==> config.mk <==
export PLATFORM = sky130hd
export DESIGN_NAME = command_frame_parser_queue
export DESIGN_NICKNAME = d
export VERILOG_FILES = /design/src/design/cfpq_pkg.sv /design/src/design/cfpq_front.sv /design/src/design/cfpq_op_fifo.sv /design/src/design/cfpq_back.sv /design/src/design/command_frame_parser_queue.sv
export SDC_FILE = /design/constraint.sdc
export NUM_CORES = 1
export LEC_CHECK = 0
export BUFFER_PORTS_ARGS = -buffer_cell sky130_fd_sc_hd__buf_2
export CORE_UTILIZATION = 55
export CTS_BUF_LIST = sky130_fd_sc_hd__clkbuf_4 sky130_fd_sc_hd__clkbuf_8
export DETAILED_ROUTE_END_ITERATION = 10
export HOLD_SLACK_MARGIN = 0.03
export PLACE_DENSITY = 0.72
export SYNTH_ARGS = -nofsm -noshare
export SYNTH_HDL_FRONTEND = slang
export SYNTH_SLANG_ARGS = --single-unit
==> constraint.sdc <==
create_clock -name i_clk -period 5 [get_ports i_clk]
set_clock_uncertainty 0.1 [all_clocks]
set_input_delay 1 -clock i_clk [delete_from_list [all_inputs] [get_ports i_clk]]
set_output_delay 1 -clock i_clk [all_outputs]
set_load 0.01 [all_outputs]
==> src/design/cfpq_pkg.sv <==
// ----------------------------------------------------------------------------
// cfpq_pkg
// Shared types, codes and character constants of the command frame parser.
// ----------------------------------------------------------------------------
package cfpq_pkg;

    localparam int CFPQ_FRAME_DEPTH = 16;
    localparam int CFPQ_QUEUE_DEPTH = 8;

    // op queue between front and back
    localparam int OPQ_DEPTH = 2;
    localparam int OPQ_PW    = $clog2(OPQ_DEPTH);
    localparam int OPQ_CW    = $clog2(OPQ_DEPTH + 1);

    // item selector
    localparam logic [1:0] CMD_BYTE  = 2'd0;
    localparam logic [1:0] CMD_CLEAR = 2'd1;
    localparam logic [1:0] CMD_POP   = 2'd2;

    localparam logic [7:0] CH_HASH  = 8'h23;
    localparam logic [7:0] CH_SEMI  = 8'h3B;
    localparam logic [7:0] CH_COLON = 8'h3A;
    localparam logic [7:0] CH_COMMA = 8'h2C;
    localparam logic [7:0] CH_M     = 8'h4D;
    localparam logic [7:0] CH_D     = 8'h44;
    localparam logic [7:0] CH_I     = 8'h49;
    localparam logic [7:0] CH_U     = 8'h55;
    localparam logic [7:0] CH_L     = 8'h4C;
    localparam logic [7:0] CH_F     = 8'h46;
    localparam logic [7:0] CH_0     = 8'h30;
    localparam logic [7:0] CH_1     = 8'h31;
    localparam logic [7:0] CH_4     = 8'h34;
    localparam logic [7:0] CH_5     = 8'h35;
    localparam logic [7:0] CH_9     = 8'h39;

    localparam logic       KIND_MODE   = 1'b0;
    localparam logic       KIND_MOTION = 1'b1;

    localparam logic [1:0] MODE_I = 2'd0;
    localparam logic [1:0] MODE_U = 2'd1;
    localparam logic [1:0] MODE_L = 2'd2;
    localparam logic [1:0] MODE_F = 2'd3;

    localparam logic [2:0] DIR_STOP = 3'd4;

    typedef enum logic [3:0] {
        OC_IGNORED  = 4'd0,
        OC_STORED   = 4'd1,
        OC_START    = 4'd2,
        OC_OVERFLOW = 4'd3,
        OC_QUEUED   = 4'd4,
        OC_FULL     = 4'd5,
        OC_INVALID  = 4'd6,
        OC_POPPED   = 4'd7,
        OC_EMPTY    = 4'd8,
        OC_CLEARED  = 4'd9
    } t_outcome;

    typedef enum logic [1:0] {
        OP_RESULT,
        OP_PUSH,
        OP_POP
    } t_op_kind;

    typedef struct packed {
        logic [3:0] speed;
        logic [2:0] direction;
        logic [1:0] mode;
        logic       kind;
    } t_cmd;

    // classified item handed from front to back
    typedef struct packed {
        t_op_kind kind;
        t_outcome outcome;
        t_cmd     word;
    } t_op;

endpackage

==> src/design/cfpq_front.sv <==
// ----------------------------------------------------------------------------
// cfpq_front
// Frame assembly and command decode; emits one classified op per item.
// ----------------------------------------------------------------------------
module cfpq_front
    import cfpq_pkg::*;
#(
    parameter int FRAME_DEPTH = CFPQ_FRAME_DEPTH
) (
    input  logic       i_clk,
    input  logic       i_rst_n,
    input  logic       i_in_valid,
    output logic       o_in_stall,
    input  logic [1:0] i_cmd,
    input  logic [7:0] i_rx_byte,
    output logic       o_op_push,
    output t_op        o_op,
    input  logic       i_op_full
);

    localparam int LW = $clog2(FRAME_DEPTH);

    typedef struct packed {
        logic ok;
        t_cmd cmd;
    } t_frame_check;

    logic [LW-1:0]   r_len;
    logic [LW-1:0]   n_len;
    logic [4:0][7:0] r_chars;
    logic            accept;
    logic            store_char;
    t_op             op;
    t_frame_check    chk;

    function automatic t_frame_check check_frame(input logic is5, input logic is7,
                                                 input logic [4:0][7:0] f);
        t_frame_check res;
        logic         plain;
        logic         stop_form;
        res       = '0;
        plain     = (f[0] == CH_D) && (f[1] == CH_COLON) && (f[3] == CH_COMMA);
        stop_form = (f[0] == CH_D) && (f[1] == CH_COMMA) && (f[2] == CH_5) &&
                    (f[3] == CH_COMMA);
        if (is5) begin
            if ((f[0] == CH_M) && (f[1] == CH_COLON)) begin
                res.cmd.kind = KIND_MODE;
                case (f[2])
                    CH_I: begin res.ok = 1'b1; res.cmd.mode = MODE_I; end
                    CH_U: begin res.ok = 1'b1; res.cmd.mode = MODE_U; end
                    CH_L: begin res.ok = 1'b1; res.cmd.mode = MODE_L; end
                    CH_F: begin res.ok = 1'b1; res.cmd.mode = MODE_F; end
                    default: res.ok = 1'b0;
                endcase
            end
        end else if (is7) begin
            if ((plain || stop_form) && (f[4] inside {[CH_0:CH_9]})) begin
                res.cmd.kind  = KIND_MOTION;
                res.cmd.speed = 4'(f[4] - CH_0);
                if (f[2] inside {[CH_1:CH_4]}) begin
                    res.ok            = plain;
                    res.cmd.direction = 3'(f[2] - CH_1);
                end else if (f[2] == CH_5) begin
                    res.ok            = 1'b1;
                    res.cmd.direction = DIR_STOP;
                end
            end
        end
        if (!res.ok) begin
            res.cmd = '0;
        end
        return res;
    endfunction

    assign accept     = i_in_valid && !i_op_full;
    assign o_in_stall = i_op_full;
    assign o_op_push  = accept;
    assign o_op       = op;

    // positions 1..3 (length 5) or 1..5 (length 7) are written before the ';'
    assign chk = check_frame(r_len == LW'(4), r_len == LW'(6), r_chars);

    always_comb begin
        n_len      = r_len;
        store_char = 1'b0;
        op         = '0;
        op.kind    = OP_RESULT;
        op.outcome = OC_IGNORED;
        case (i_cmd)
            CMD_BYTE: begin
                if (i_rx_byte == CH_HASH) begin
                    n_len      = LW'(1);
                    op.outcome = OC_START;
                end else if (r_len == '0) begin
                    op.outcome = OC_IGNORED;
                end else if (r_len >= LW'(FRAME_DEPTH - 1)) begin
                    n_len      = '0;
                    op.outcome = OC_OVERFLOW;
                end else begin
                    store_char = 1'b1;
                    n_len      = r_len + 1'b1;
                    op.outcome = OC_STORED;
                    if (i_rx_byte == CH_SEMI) begin
                        n_len = '0;
                        if (chk.ok) begin
                            op.kind    = OP_PUSH;
                            op.outcome = OC_QUEUED;
                            op.word    = chk.cmd;
                        end else begin
                            op.outcome = OC_INVALID;
                        end
                    end
                end
            end
            CMD_CLEAR: begin
                n_len      = '0;
                op.outcome = OC_CLEARED;
            end
            CMD_POP: begin
                op.kind    = OP_POP;
                op.outcome = OC_POPPED;
            end
            default: op.outcome = OC_IGNORED;
        endcase
    end

    always_ff @(posedge i_clk) begin
        if (!i_rst_n) begin
            r_len <= '0;
        end else if (accept) begin
            r_len <= n_len;
        end
    end

    always_ff @(posedge i_clk) begin
        for (int k = 0; k < 5; k++) begin
            if (accept && store_char && (r_len == LW'(k + 1))) begin
                r_chars[k] <= i_rx_byte;
            end
        end
    end

endmodule

==> src/design/cfpq_op_fifo.sv <==
// ----------------------------------------------------------------------------
// cfpq_op_fifo
// Short queue of classified ops between the parser and the command queue.
// ----------------------------------------------------------------------------
module cfpq_op_fifo
    import cfpq_pkg::*;
(
    input  logic i_clk,
    input  logic i_rst_n,
    input  logic i_push,
    input  t_op  i_op,
    output logic o_full,
    input  logic i_pop,
    output t_op  o_op,
    output logic o_empty
);

    t_op               r_mem [OPQ_DEPTH];
    logic [OPQ_PW-1:0] r_wr;
    logic [OPQ_PW-1:0] r_rd;
    logic [OPQ_CW-1:0] r_count;
    logic              do_push;
    logic              do_pop;

    assign o_full  = (r_count == OPQ_CW'(OPQ_DEPTH));
    assign o_empty = (r_count == '0);
    assign o_op    = r_mem[r_rd];
    assign do_push = i_push && !o_full;
    assign do_pop  = i_pop && !o_empty;

    always_ff @(posedge i_clk) begin
        if (!i_rst_n) begin
            r_wr    <= '0;
            r_rd    <= '0;
            r_count <= '0;
        end else begin
            if (do_push) begin
                r_wr <= (r_wr == OPQ_PW'(OPQ_DEPTH - 1)) ? '0 : r_wr + 1'b1;
            end
            if (do_pop) begin
                r_rd <= (r_rd == OPQ_PW'(OPQ_DEPTH - 1)) ? '0 : r_rd + 1'b1;
            end
            if (do_push && !do_pop) begin
                r_count <= r_count + 1'b1;
            end else if (do_pop && !do_push) begin
                r_count <= r_count - 1'b1;
            end
        end
    end

    always_ff @(posedge i_clk) begin
        if (do_push) begin
            r_mem[r_wr] <= i_op;
        end
    end

endmodule

==> src/design/cfpq_back.sv <==
// ----------------------------------------------------------------------------
// cfpq_back
// Command ring queue; executes push/pop ops and holds the result register.
// ----------------------------------------------------------------------------
module cfpq_back
    import cfpq_pkg::*;
#(
    parameter int QUEUE_DEPTH = CFPQ_QUEUE_DEPTH
) (
    input  logic       i_clk,
    input  logic       i_rst_n,
    input  logic       i_op_empty,
    input  t_op        i_op,
    output logic       o_op_pop,
    output logic       o_out_valid,
    input  logic       i_out_stall,
    output logic [3:0] o_outcome,
    output logic       o_cmd_kind,
    output logic [1:0] o_detect_mode,
    output logic [2:0] o_direction,
    output logic [3:0] o_speed,
    output logic [3:0] o_queue_fill
);

    localparam int QPW = (QUEUE_DEPTH > 1) ? $clog2(QUEUE_DEPTH) : 1;
    localparam int CW  = $clog2(QUEUE_DEPTH + 1);

    t_cmd           r_queue [QUEUE_DEPTH];
    logic [QPW-1:0] r_head;
    logic [QPW-1:0] r_tail;
    logic [CW-1:0]  r_count;
    logic           r_out_valid;
    t_outcome       r_outcome;
    t_cmd           r_word;

    logic           take;
    logic           do_push;
    logic           do_pop;
    t_outcome       n_outcome;
    logic [8:0]     fill_ext;

    assign take     = !i_op_empty && (!r_out_valid || !i_out_stall);
    assign o_op_pop = take;

    always_comb begin
        do_push   = 1'b0;
        do_pop    = 1'b0;
        n_outcome = i_op.outcome;
        case (i_op.kind)
            OP_PUSH: begin
                if (r_count == CW'(QUEUE_DEPTH)) begin
                    n_outcome = OC_FULL;
                end else begin
                    do_push   = take;
                    n_outcome = OC_QUEUED;
                end
            end
            OP_POP: begin
                if (r_count == '0) begin
                    n_outcome = OC_EMPTY;
                end else begin
                    do_pop    = take;
                    n_outcome = OC_POPPED;
                end
            end
            default: n_outcome = i_op.outcome;
        endcase
    end

    always_ff @(posedge i_clk) begin
        if (!i_rst_n) begin
            r_head      <= '0;
            r_tail      <= '0;
            r_count     <= '0;
            r_out_valid <= 1'b0;
        end else begin
            if (!r_out_valid || !i_out_stall) begin
                r_out_valid <= take;
            end
            if (do_push) begin
                r_tail  <= (r_tail == QPW'(QUEUE_DEPTH - 1)) ? '0 : r_tail + 1'b1;
                r_count <= r_count + 1'b1;
            end
            if (do_pop) begin
                r_head  <= (r_head == QPW'(QUEUE_DEPTH - 1)) ? '0 : r_head + 1'b1;
                r_count <= r_count - 1'b1;
            end
        end
    end

    // queue store and result payload
    always_ff @(posedge i_clk) begin
        if (take) begin
            r_outcome <= n_outcome;
            r_word    <= '0;
            if (do_pop) begin
                r_word <= r_queue[r_head];
            end
            if (do_push) begin
                r_queue[r_tail] <= i_op.word;
            end
        end
    end

    // the fill count only moves when a new result is loaded
    assign fill_ext      = 9'(r_count);
    assign o_out_valid   = r_out_valid;
    assign o_outcome     = r_outcome;
    assign o_cmd_kind    = r_word.kind;
    assign o_detect_mode = r_word.mode;
    assign o_direction   = r_word.direction;
    assign o_speed       = r_word.speed;
    assign o_queue_fill  = fill_ext[3:0];

endmodule

==> src/design/command_frame_parser_queue.sv <==
// ----------------------------------------------------------------------------
// command_frame_parser_queue
// Serial command frame parser feeding a ring queue of decoded commands.
// ----------------------------------------------------------------------------
// Input channel (i_in_valid / o_in_stall) carries one item per transfer:
// i_cmd selects a received byte (i_rx_byte), a line error or a pop request.
// Output channel (o_out_valid / i_out_stall) returns exactly one result per
// item, in order: outcome code, popped command fields and queue fill.
// Throughput is one item per cycle while the output is not stalled; the
// front parser and the back queue have no busy state of their own.
// From input accept to result valid, the parser writes its op into the
// op queue when the item is accepted, and the queue stage then loads the
// result register, which feeds the output directly, from the op queue.
// A 2-entry op queue sits between parser and command queue. When the
// receiver stalls, the result register holds, the op queue fills, and
// o_in_stall rises once it holds two ops; it falls as soon as one drains.
// Reset (synchronous, active low) closes any open frame, empties the
// command queue and the op queue, and drops any pending result.
// ----------------------------------------------------------------------------
module command_frame_parser_queue
    import cfpq_pkg::*;
#(
    parameter int FRAME_DEPTH = CFPQ_FRAME_DEPTH,
    parameter int QUEUE_DEPTH = CFPQ_QUEUE_DEPTH
) (
    input  logic       i_clk,
    input  logic       i_rst_n,
    input  logic       i_in_valid,
    output logic       o_in_stall,
    input  logic [1:0] i_cmd,
    input  logic [7:0] i_rx_byte,
    output logic       o_out_valid,
    input  logic       i_out_stall,
    output logic [3:0] o_outcome,
    output logic       o_cmd_kind,
    output logic [1:0] o_detect_mode,
    output logic [2:0] o_direction,
    output logic [3:0] o_speed,
    output logic [3:0] o_queue_fill
);

    logic op_push;
    t_op  op_in;
    logic op_full;
    logic op_pop;
    t_op  op_out;
    logic op_empty;

    cfpq_front #(
        .FRAME_DEPTH (FRAME_DEPTH)
    ) u_front (
        .i_clk      (i_clk),
        .i_rst_n    (i_rst_n),
        .i_in_valid (i_in_valid),
        .o_in_stall (o_in_stall),
        .i_cmd      (i_cmd),
        .i_rx_byte  (i_rx_byte),
        .o_op_push  (op_push),
        .o_op       (op_in),
        .i_op_full  (op_full)
    );

    cfpq_op_fifo u_op_fifo (
        .i_clk   (i_clk),
        .i_rst_n (i_rst_n),
        .i_push  (op_push),
        .i_op    (op_in),
        .o_full  (op_full),
        .i_pop   (op_pop),
        .o_op    (op_out),
        .o_empty (op_empty)
    );

    cfpq_back #(
        .QUEUE_DEPTH (QUEUE_DEPTH)
    ) u_back (
        .i_clk         (i_clk),
        .i_rst_n       (i_rst_n),
        .i_op_empty    (op_empty),
        .i_op          (op_out),
        .o_op_pop      (op_pop),
        .o_out_valid   (o_out_valid),
        .i_out_stall   (i_out_stall),
        .o_outcome     (o_outcome),
        .o_cmd_kind    (o_cmd_kind),
        .o_detect_mode (o_detect_mode),
        .o_direction   (o_direction),
        .o_speed       (o_speed),
        .o_queue_fill  (o_queue_fill)
    );

endmodule

==> out/results.md, run 1 <==
### STA
* slew at the pin with the worst max-slew slack: 1.111 ns
* Slew Viols, Final: 0
* number of failing hold endpoints at the final stage: 0
* part of the cycle the worst path needs: 0.6477
* unrepaired setup endpoints after global routing: false
* highest achievable clock rate: 0.3088 GHz
* final critical delay including setup and external delays: 3.239 ns
* relative slew slack: 0.2533
* final setup violating endpoints: 0
* setup TNS after final layout: 0 ns
* final-layout worst hold slack: 0.4080 ns

### Layout
* proportion of layout cells with a drive suffix above 1: 0.2142
* area occupied by registers: 0.005385 mm^2
* area overhead of the layout relative to synthesis: 9.810%
* number of cells in the finished layout apart from fillers: 717
* most common cell after layout, fill and taps aside: sky130_fd_sc_hd__edfxtp_1
* Total Nets Final: 560
* area used by multi-input combinational logic: 0.002246 mm^2
* number of diodes: 0
* commonest cells after routing, fill and taps aside: sky130_fd_sc_hd__edfxtp_1, sky130_fd_sc_hd__buf_2, sky130_fd_sc_hd__nor2_1
* Filler Cell Count: 1039

### Clock network
* TritonCTS clock tree: built
* CTS Hold Buffers Added: 0
* clock insertion delay at the later pin of the skew report: 0.45 ns
* maximum buffer depth of the clock tree: 2
* maximum level of the CTS H-tree: 4
* clk slew on worst S/H paths: 0.09 ns
* clock tree root buffer cell: sky130_fd_sc_hd__clkbuf_8
* CTS-repair resized insts: 0
* TritonCTS buffer count: 17
* post-CTS setup repair buffer count: 0
* number of clock sinks: 186

### Logic synthesis
* EDFF count, synth: 166
* Most used DFF post-synth: sky130_fd_sc_hd__edfxtp_1
* syn avg cell area: 16.22 um^2
* Netlist Area Pre-Place: 0.007755 mm^2
* Post-synth ARST share: 0
* sequential fraction of the synthesis area: 0.6944
* Post-Synthesis Net Count: 514
* Synth area leader: sky130_fd_sc_hd__edfxtp_1
* number of register bits inferred by synthesis: 186
* Yosys Warn Count: 0
* Area contributors post-synth: sky130_fd_sc_hd__edfxtp_1, sky130_fd_sc_hd__mux4_2, sky130_fd_sc_hd__dfxtp_1
* Synth top area share: 0.6428
* count of different cell masters after synthesis: 64
* post-synthesis cell count: 478

### Global routing
* aggregate global-route resource usage: 0.1961
* total grt overflow: 0
* largest net degree at the start of global routing: 25
* via count of the first global-routing pass: 4080
* antenna violations before repair: 0
* first-pass GRT wire length: 20.89 mm

### Route
* number of DRC markers after the initial detailed-route iteration: 211
* Vias: 4026
* wire length per cell: 17.93 um
* ANT nets after route: 0
* drt via density: 5.615
* drt pass-1 iters: 5
* final wirelength: 12.85 mm
* DRC violation count after routing: 0

### Pwr
* post-layout total power: 3486 uW
* IR drop worst, VDD: 0.2443 mV
* power per cell area: 409.4 mW/mm^2
* leakage power of the design: 0.002907 uW

### Place
* Placed Cells: 685
* detailed-placement wirelength estimate: 9.154 mm
* weighted congestion reported at the end of routability-driven placement: 0.8137
* number of I/O port buffers: 33

### Floorplanning
* total core area: 0.01383 mm^2
* number of rows created at floorplan: 43
* Initial Util: 0.5609
* full die area: 0.01458 mm^2
* number of I/O pins: 34
* y dimension of the die: 120.7 um
* die span in x: 120.7 um

### Worst setup path
* worst setup path class: reg -> reg
* data required time at the worst endpoint: 5.28 ns
* critical path launch point type: flop
* crit end category: flop
* crit path max fanout: 19
* data arrival time of the critical path: 3.52 ns

### Job
* max cap viols: 0

### Worst hold path
* classification of the worst-slack hold path: reg -> reg

### Status
* run status: finished clean

==> registers in the layout, indices dropped and copies added (netlist names), named ones only <==
signal                count
u_back.o_cmd_kind         1
u_back.o_detect_mode      2
u_back.o_direction        3
u_back.o_out_valid        1
u_back.o_outcome          4
u_back.o_queue_fill       4
u_back.o_speed            4
u_back.r_head             3
u_back.r_queue           80
u_back.r_tail             3
u_front.r_chars          40
u_front.r_len             4
u_op_fifo.r_count         2
u_op_fifo.r_mem          32
u_op_fifo.r_rd            1
u_op_fifo.r_wr            1
==> kinds of logic after synthesis <==
family | count (synthesis) | synth area share
fa+ha+maj | 22 | 0.03646
mux | 51 | 0.1002
flops | 186 | 0.6944
buf+inv | 30 | 0.01678
compound gates | 47 | 0.04292
xor+xnor | 6 | 0.006776
simple gates | 136 | 0.1025
==> report_power, final <==
part / leakage [uW] / internal [uW] / switching [uW]
Combinational: 0.00103 / 222 / 342
Clock: 0.000189 / 471 / 470
Sequential: 0.00169 / 1910 / 75.1
==> final cells by class <==
class                      count  share of cell area
clock buffer                  23             0.03277
clock inverter                 9             0.01161
inverter                      17            0.007493
multi-input combinational    262              0.2637
sequential                   186              0.6324
tap                          180             0.02645
timing repair buffer          40             0.02557
==> cells in the mapped netlist (2+ instances only) <==
library cell                 n
sky130_fd_sc_hd__and4bb_1    2
sky130_fd_sc_hd__nand2b_1    6
sky130_fd_sc_hd__nor4b_2     2
sky130_fd_sc_hd__buf_6       2
sky130_fd_sc_hd__nand2_1    23
sky130_fd_sc_hd__edfxtp_1  166
sky130_fd_sc_hd__o21ai_0     8
sky130_fd_sc_hd__a21boi_0    4
sky130_fd_sc_hd__inv_2       2
sky130_fd_sc_hd__xnor2_1     5
sky130_fd_sc_hd__nand3_2     2
sky130_fd_sc_hd__and4bb_2    3
sky130_fd_sc_hd__buf_2       2
sky130_fd_sc_hd__a21o_1      2
sky130_fd_sc_hd__nand3_1     8
sky130_fd_sc_hd__nor3_1     13
sky130_fd_sc_hd__mux2_2     13
sky130_fd_sc_hd__nor2_1     26
sky130_fd_sc_hd__nor4_1      3
sky130_fd_sc_hd__nor2b_1    10
sky130_fd_sc_hd__inv_1      15
sky130_fd_sc_hd__mux4_2     20
sky130_fd_sc_hd__mux2i_1    18
sky130_fd_sc_hd__a21oi_1    12
sky130_fd_sc_hd__and4b_1     2
sky130_fd_sc_hd__and3_1      3
sky130_fd_sc_hd__nor3b_1     6
sky130_fd_sc_hd__and4_1      2
sky130_fd_sc_hd__clkbuf_1    6
sky130_fd_sc_hd__a21boi_1    2
sky130_fd_sc_hd__buf_1       3
sky130_fd_sc_hd__nand4_1     4
sky130_fd_sc_hd__ha_1       21
sky130_fd_sc_hd__and2_1     13
sky130_fd_sc_hd__dfxtp_1    20
==> path summary, 6_finish.rpt <==
check,slack [ns],cells past startpoint,to,from
max,1.76,11,u_back.o_queue_fill[3],flop
min reg2reg,0.41,2,u_back.o_out_valid,u_back.o_out_valid
max reg2reg,1.76,11,u_back.o_queue_fill[3],flop
min,0.41,2,u_back.o_out_valid,u_back.o_out_valid
==> critical path: stages, from the launching register on <==
cell and delay, ns:
sky130_fd_sc_hd__dfxtp_1 0.81, sky130_fd_sc_hd__mux2i_1 0.32, sky130_fd_sc_hd__ha_1 0.22, sky130_fd_sc_hd__o41a_1 0.24, sky130_fd_sc_hd__nand2_2 0.24, sky130_fd_sc_hd__inv_2 0.18
sky130_fd_sc_hd__ha_1 0.24, sky130_fd_sc_hd__a21o_1 0.18, sky130_fd_sc_hd__a21oi_1 0.19, sky130_fd_sc_hd__nor3_1 0.07, sky130_fd_sc_hd__a21oi_1 0.17, sky130_fd_sc_hd__mux2i_1 0.20
==> layer usage <==
layer | vias up | wire, um | global-route usage
met5 | - | 0 | 0
met4 | 0 | 350 | 0.09028
met3 | 25 | 319 | 0.04151
met2 | 68 | 6789 | 0.3517
met1 | 1987 | 5394 | 0.2241
li1 | 1946 | - | -
==> metrics by stage <==
| step | utilization | area [um^2] | worst slack, ns |
|---|---|---|---|
| 2_1_floorplan | - | 7755 | 1.794 |
| 3_3_place_gp | 0.5885 | 8138 | 1.791 |
| 3_5_place_dp | 0.5885 | 8138 | 1.655 |
| 4_1_cts | 0.6159 | 8516 | 1.706 |
| 5_1_grt | 0.6159 | 8516 | 1.466 |
| 6_report | 0.6159 | 8516 | 1.761 |
Note: power is estimated with default switching activity, not from simulation.
==> run 2, diff against run 1 <==
- clock period: 5 -> 3.16 ns (I/O delays scaled with it)
==> run 2 against run 1 <==
Compared with the run above:
- hold slack worse by 0.081 ns
- setup slack worse by 1.1 ns
- register-to-register slack worse by 1.1 ns
- sequential power is 57% higher
- routed wire length is 3.9% higher
==> out/results.md, run 2 (synthesized netlist as in run 1, its figures left out) <==
### Layout
* Total Nets Final: 568, +1.4%
* area overhead of the layout relative to synthesis: 10.65%
* most common cell after layout, fill and taps aside: sky130_fd_sc_hd__edfxtp_1
* Filler Cell Count: 989, -4.8%
* Largest regs: u_back.r_queue x80, u_front.r_chars x40, u_op_fifo.r_mem x32
* share of the core filled with cells: 0.6206, +0.004705
* number of flip-flops in the largest register: 80, unchanged
* commonest cells after routing, fill and taps aside: sky130_fd_sc_hd__edfxtp_1, sky130_fd_sc_hd__buf_2, sky130_fd_sc_hd__nor2_1
* number of diodes: 0, unchanged
* Most flops, register: u_back.r_queue
* proportion of layout cells with a drive suffix above 1: 0.2269, +0.01278

### Worst setup path
* critical path launch point type: flop
* standard cell with the maximum stage delay on the critical path: sky130_fd_sc_hd__dfxtp_1
* CP peak stage delay: 0.40 ns, -0.41 ns
* depth of the most critical reg-to-reg path: 11, unchanged
* worst setup path class: reg -> reg
* crit end category: flop
* data arrival time of the critical path: 2.77 ns, -0.75 ns
* crit path max fanout: 5, -14
* critical path cell sequence: mux2i_1 > ha_1 > o41a_1 > nand2_2 > inv_2 > ha_1 > a21o_1 > a21oi_1 > nor3_1 > a21oi_1 > mux2i_1
* data required time at the worst endpoint: 3.46 ns, -1.82 ns

### Job
* max cap viols: 0, unchanged

### Clock network
* post-CTS setup repair buffer count: 0, unchanged
* CTS Hold Buffers Added: 0, unchanged
* maximum level of the CTS H-tree: 4, unchanged
* CTS-repair resized insts: 0, unchanged
* maximum buffer depth of the clock tree: 2, unchanged
* TritonCTS buffer count: 17, unchanged
* TritonCTS clock tree: built
* clock tree root buffer cell: sky130_fd_sc_hd__clkbuf_8
* clk slew on worst S/H paths: 0.09 ns, about the same
* number of clock sinks: 186, unchanged
* clock insertion delay at the later pin of the skew report: 0.46 ns, about the same

### STA
* Slew Viols, Final: 0, unchanged
* relative slew slack: 0.4968, +0.2435
* slew at the pin with the worst max-slew slack: 0.7537 ns, -0.3571 ns
* part of the cycle the worst path needs: 0.7819, +0.1342
* number of failing hold endpoints at the final stage: 0, unchanged
* setup TNS after final layout: 0 ns, unchanged
* final critical delay including setup and external delays: 2.471 ns, -0.7678 ns
* unrepaired setup endpoints after global routing: false
* final worst-path setup slack: 0.6891 ns, -1.072 ns
* final setup violating endpoints: 0, unchanged
* highest achievable clock rate: 0.4047 GHz, +31%

### Global routing
* aggregate global-route resource usage: 0.1992, +0.003107
* first-pass GRT wire length: 21.11 mm, +1.1%
* via count of the first global-routing pass: 4179, +2.4%
* antenna violations before repair: 0, unchanged
* largest net degree at the start of global routing: 25, unchanged
* total grt overflow: 0, unchanged

### Route
* wire length per cell: 18.50 um, +3.2%
* drt pass-1 iters: 4, -1
* DRC violation count after routing: 0, unchanged
* number of DRC markers after the initial detailed-route iteration: 406, +92%
* drt via density: 5.673, +1.0%
* final wirelength: 13.36 mm, +3.9%
* ANT nets after route: 0, unchanged
* Vias: 4096, +1.7%

### Pwr
* leakage power of the design: 0.002948 uW, +1.4%
* post-layout total power: 5557 uW, +59%
* power per cell area: 647.6 mW/mm^2, +58%
* IR drop worst, VDD: 0.2718 mV, +11%

### Floorplanning
* die span in x: 120.7 um, unchanged
* full die area: 0.01458 mm^2, unchanged
* number of I/O pins: 34, unchanged
* y dimension of the die: 120.7 um, unchanged
* total core area: 0.01383 mm^2, unchanged
* number of rows created at floorplan: 43, unchanged
* Initial Util: 0.5609, unchanged

### Place
* Setup WS pre-CTS: 0.6247 ns, -1.031 ns
* detailed-placement wirelength estimate: 9.292 mm, +1.5%
* weighted congestion reported at the end of routability-driven placement: 0.8397, +3.2%
* number of I/O port buffers: 33, unchanged

### Status
* run status: finished clean

### Worst hold path
* classification of the worst-slack hold path: in -> reg
* Hold Path Depth: 1, -1

run 2: cell types whose count changed in the layout (fill, tap and decap cells not counted), sizes merged:
| cell | previous run | this run |
|---|---|---|
| buf | 40 | 48 |
| bufinv | 2 | 3 |
| clkbuf | 23 | 20 |
| clkinv | 5 | 3 |
| clkinvlp | 2 | 3 |
run 2: worst paths after layout:
check                      from                     end  slack, ns
max reg2reg                flop  u_back.o_queue_fill[3]       0.69
min                i_rx_byte[2]      u_front.r_chars[2]       0.33
min reg2reg  u_back.o_out_valid      u_back.o_out_valid       0.42
max                        flop  u_back.o_queue_fill[3]       0.69
run 2: power by group:
part	internal, uW	switching, uW	leakage, uW
clock network	788	762	0.000188
logic	368	534	0.00107
registers	3010	91.1	0.00169
run 2: critical path: cells and delay by family (launching register included):
kind	cells	cell delay [ns]
DFF	1	0.40
AOI/OAI and AO/OA	4	0.74
adders and majority gates	2	0.46
buffers and inverters	1	0.10
muxes	2	0.45
and+or+nand+nor	2	0.16
run 2: per-layer routing:
metal / vias to the layer above / track usage / wire, um
li1: 1948 / - / -
met1: 2031 / 0.2336 / 5459
met2: 86 / 0.3438 / 7051
met3: 31 / 0.04575 / 450
met4: 0 / 0.1011 / 395
met5: - / 0 / 0
run 2: area by class of cell:
| class | instances | area, um^2 | share of cell area |
|---|---|---|---|
| Sequential cell | 186 | 5385 | 0.6276 |
| Multi-Input combinational cell | 262 | 2246 | 0.2617 |
| Timing Repair Buffer | 48 | 277.8 | 0.03237 |
| Clock buffer | 20 | 256.5 | 0.02989 |
| Tap cell | 180 | 225.2 | 0.02625 |
| Clock inverter | 9 | 126.4 | 0.01473 |
| Inverter | 17 | 63.81 | 0.007437 |
run 2: through the flow:
stage / instance area (um^2) / hold slack [ns] / std cells
2_1_floorplan: 7761 / 0.3810 / 478
3_3_place_gp: 8198 / 0.3720 / 693
3_5_place_dp: 8198 / 0.4165 / 693
4_1_cts: 8581 / 0.3006 / 722
5_1_grt: 8581 / 0.3055 / 722
6_report: 8581 / 0.3271 / 722
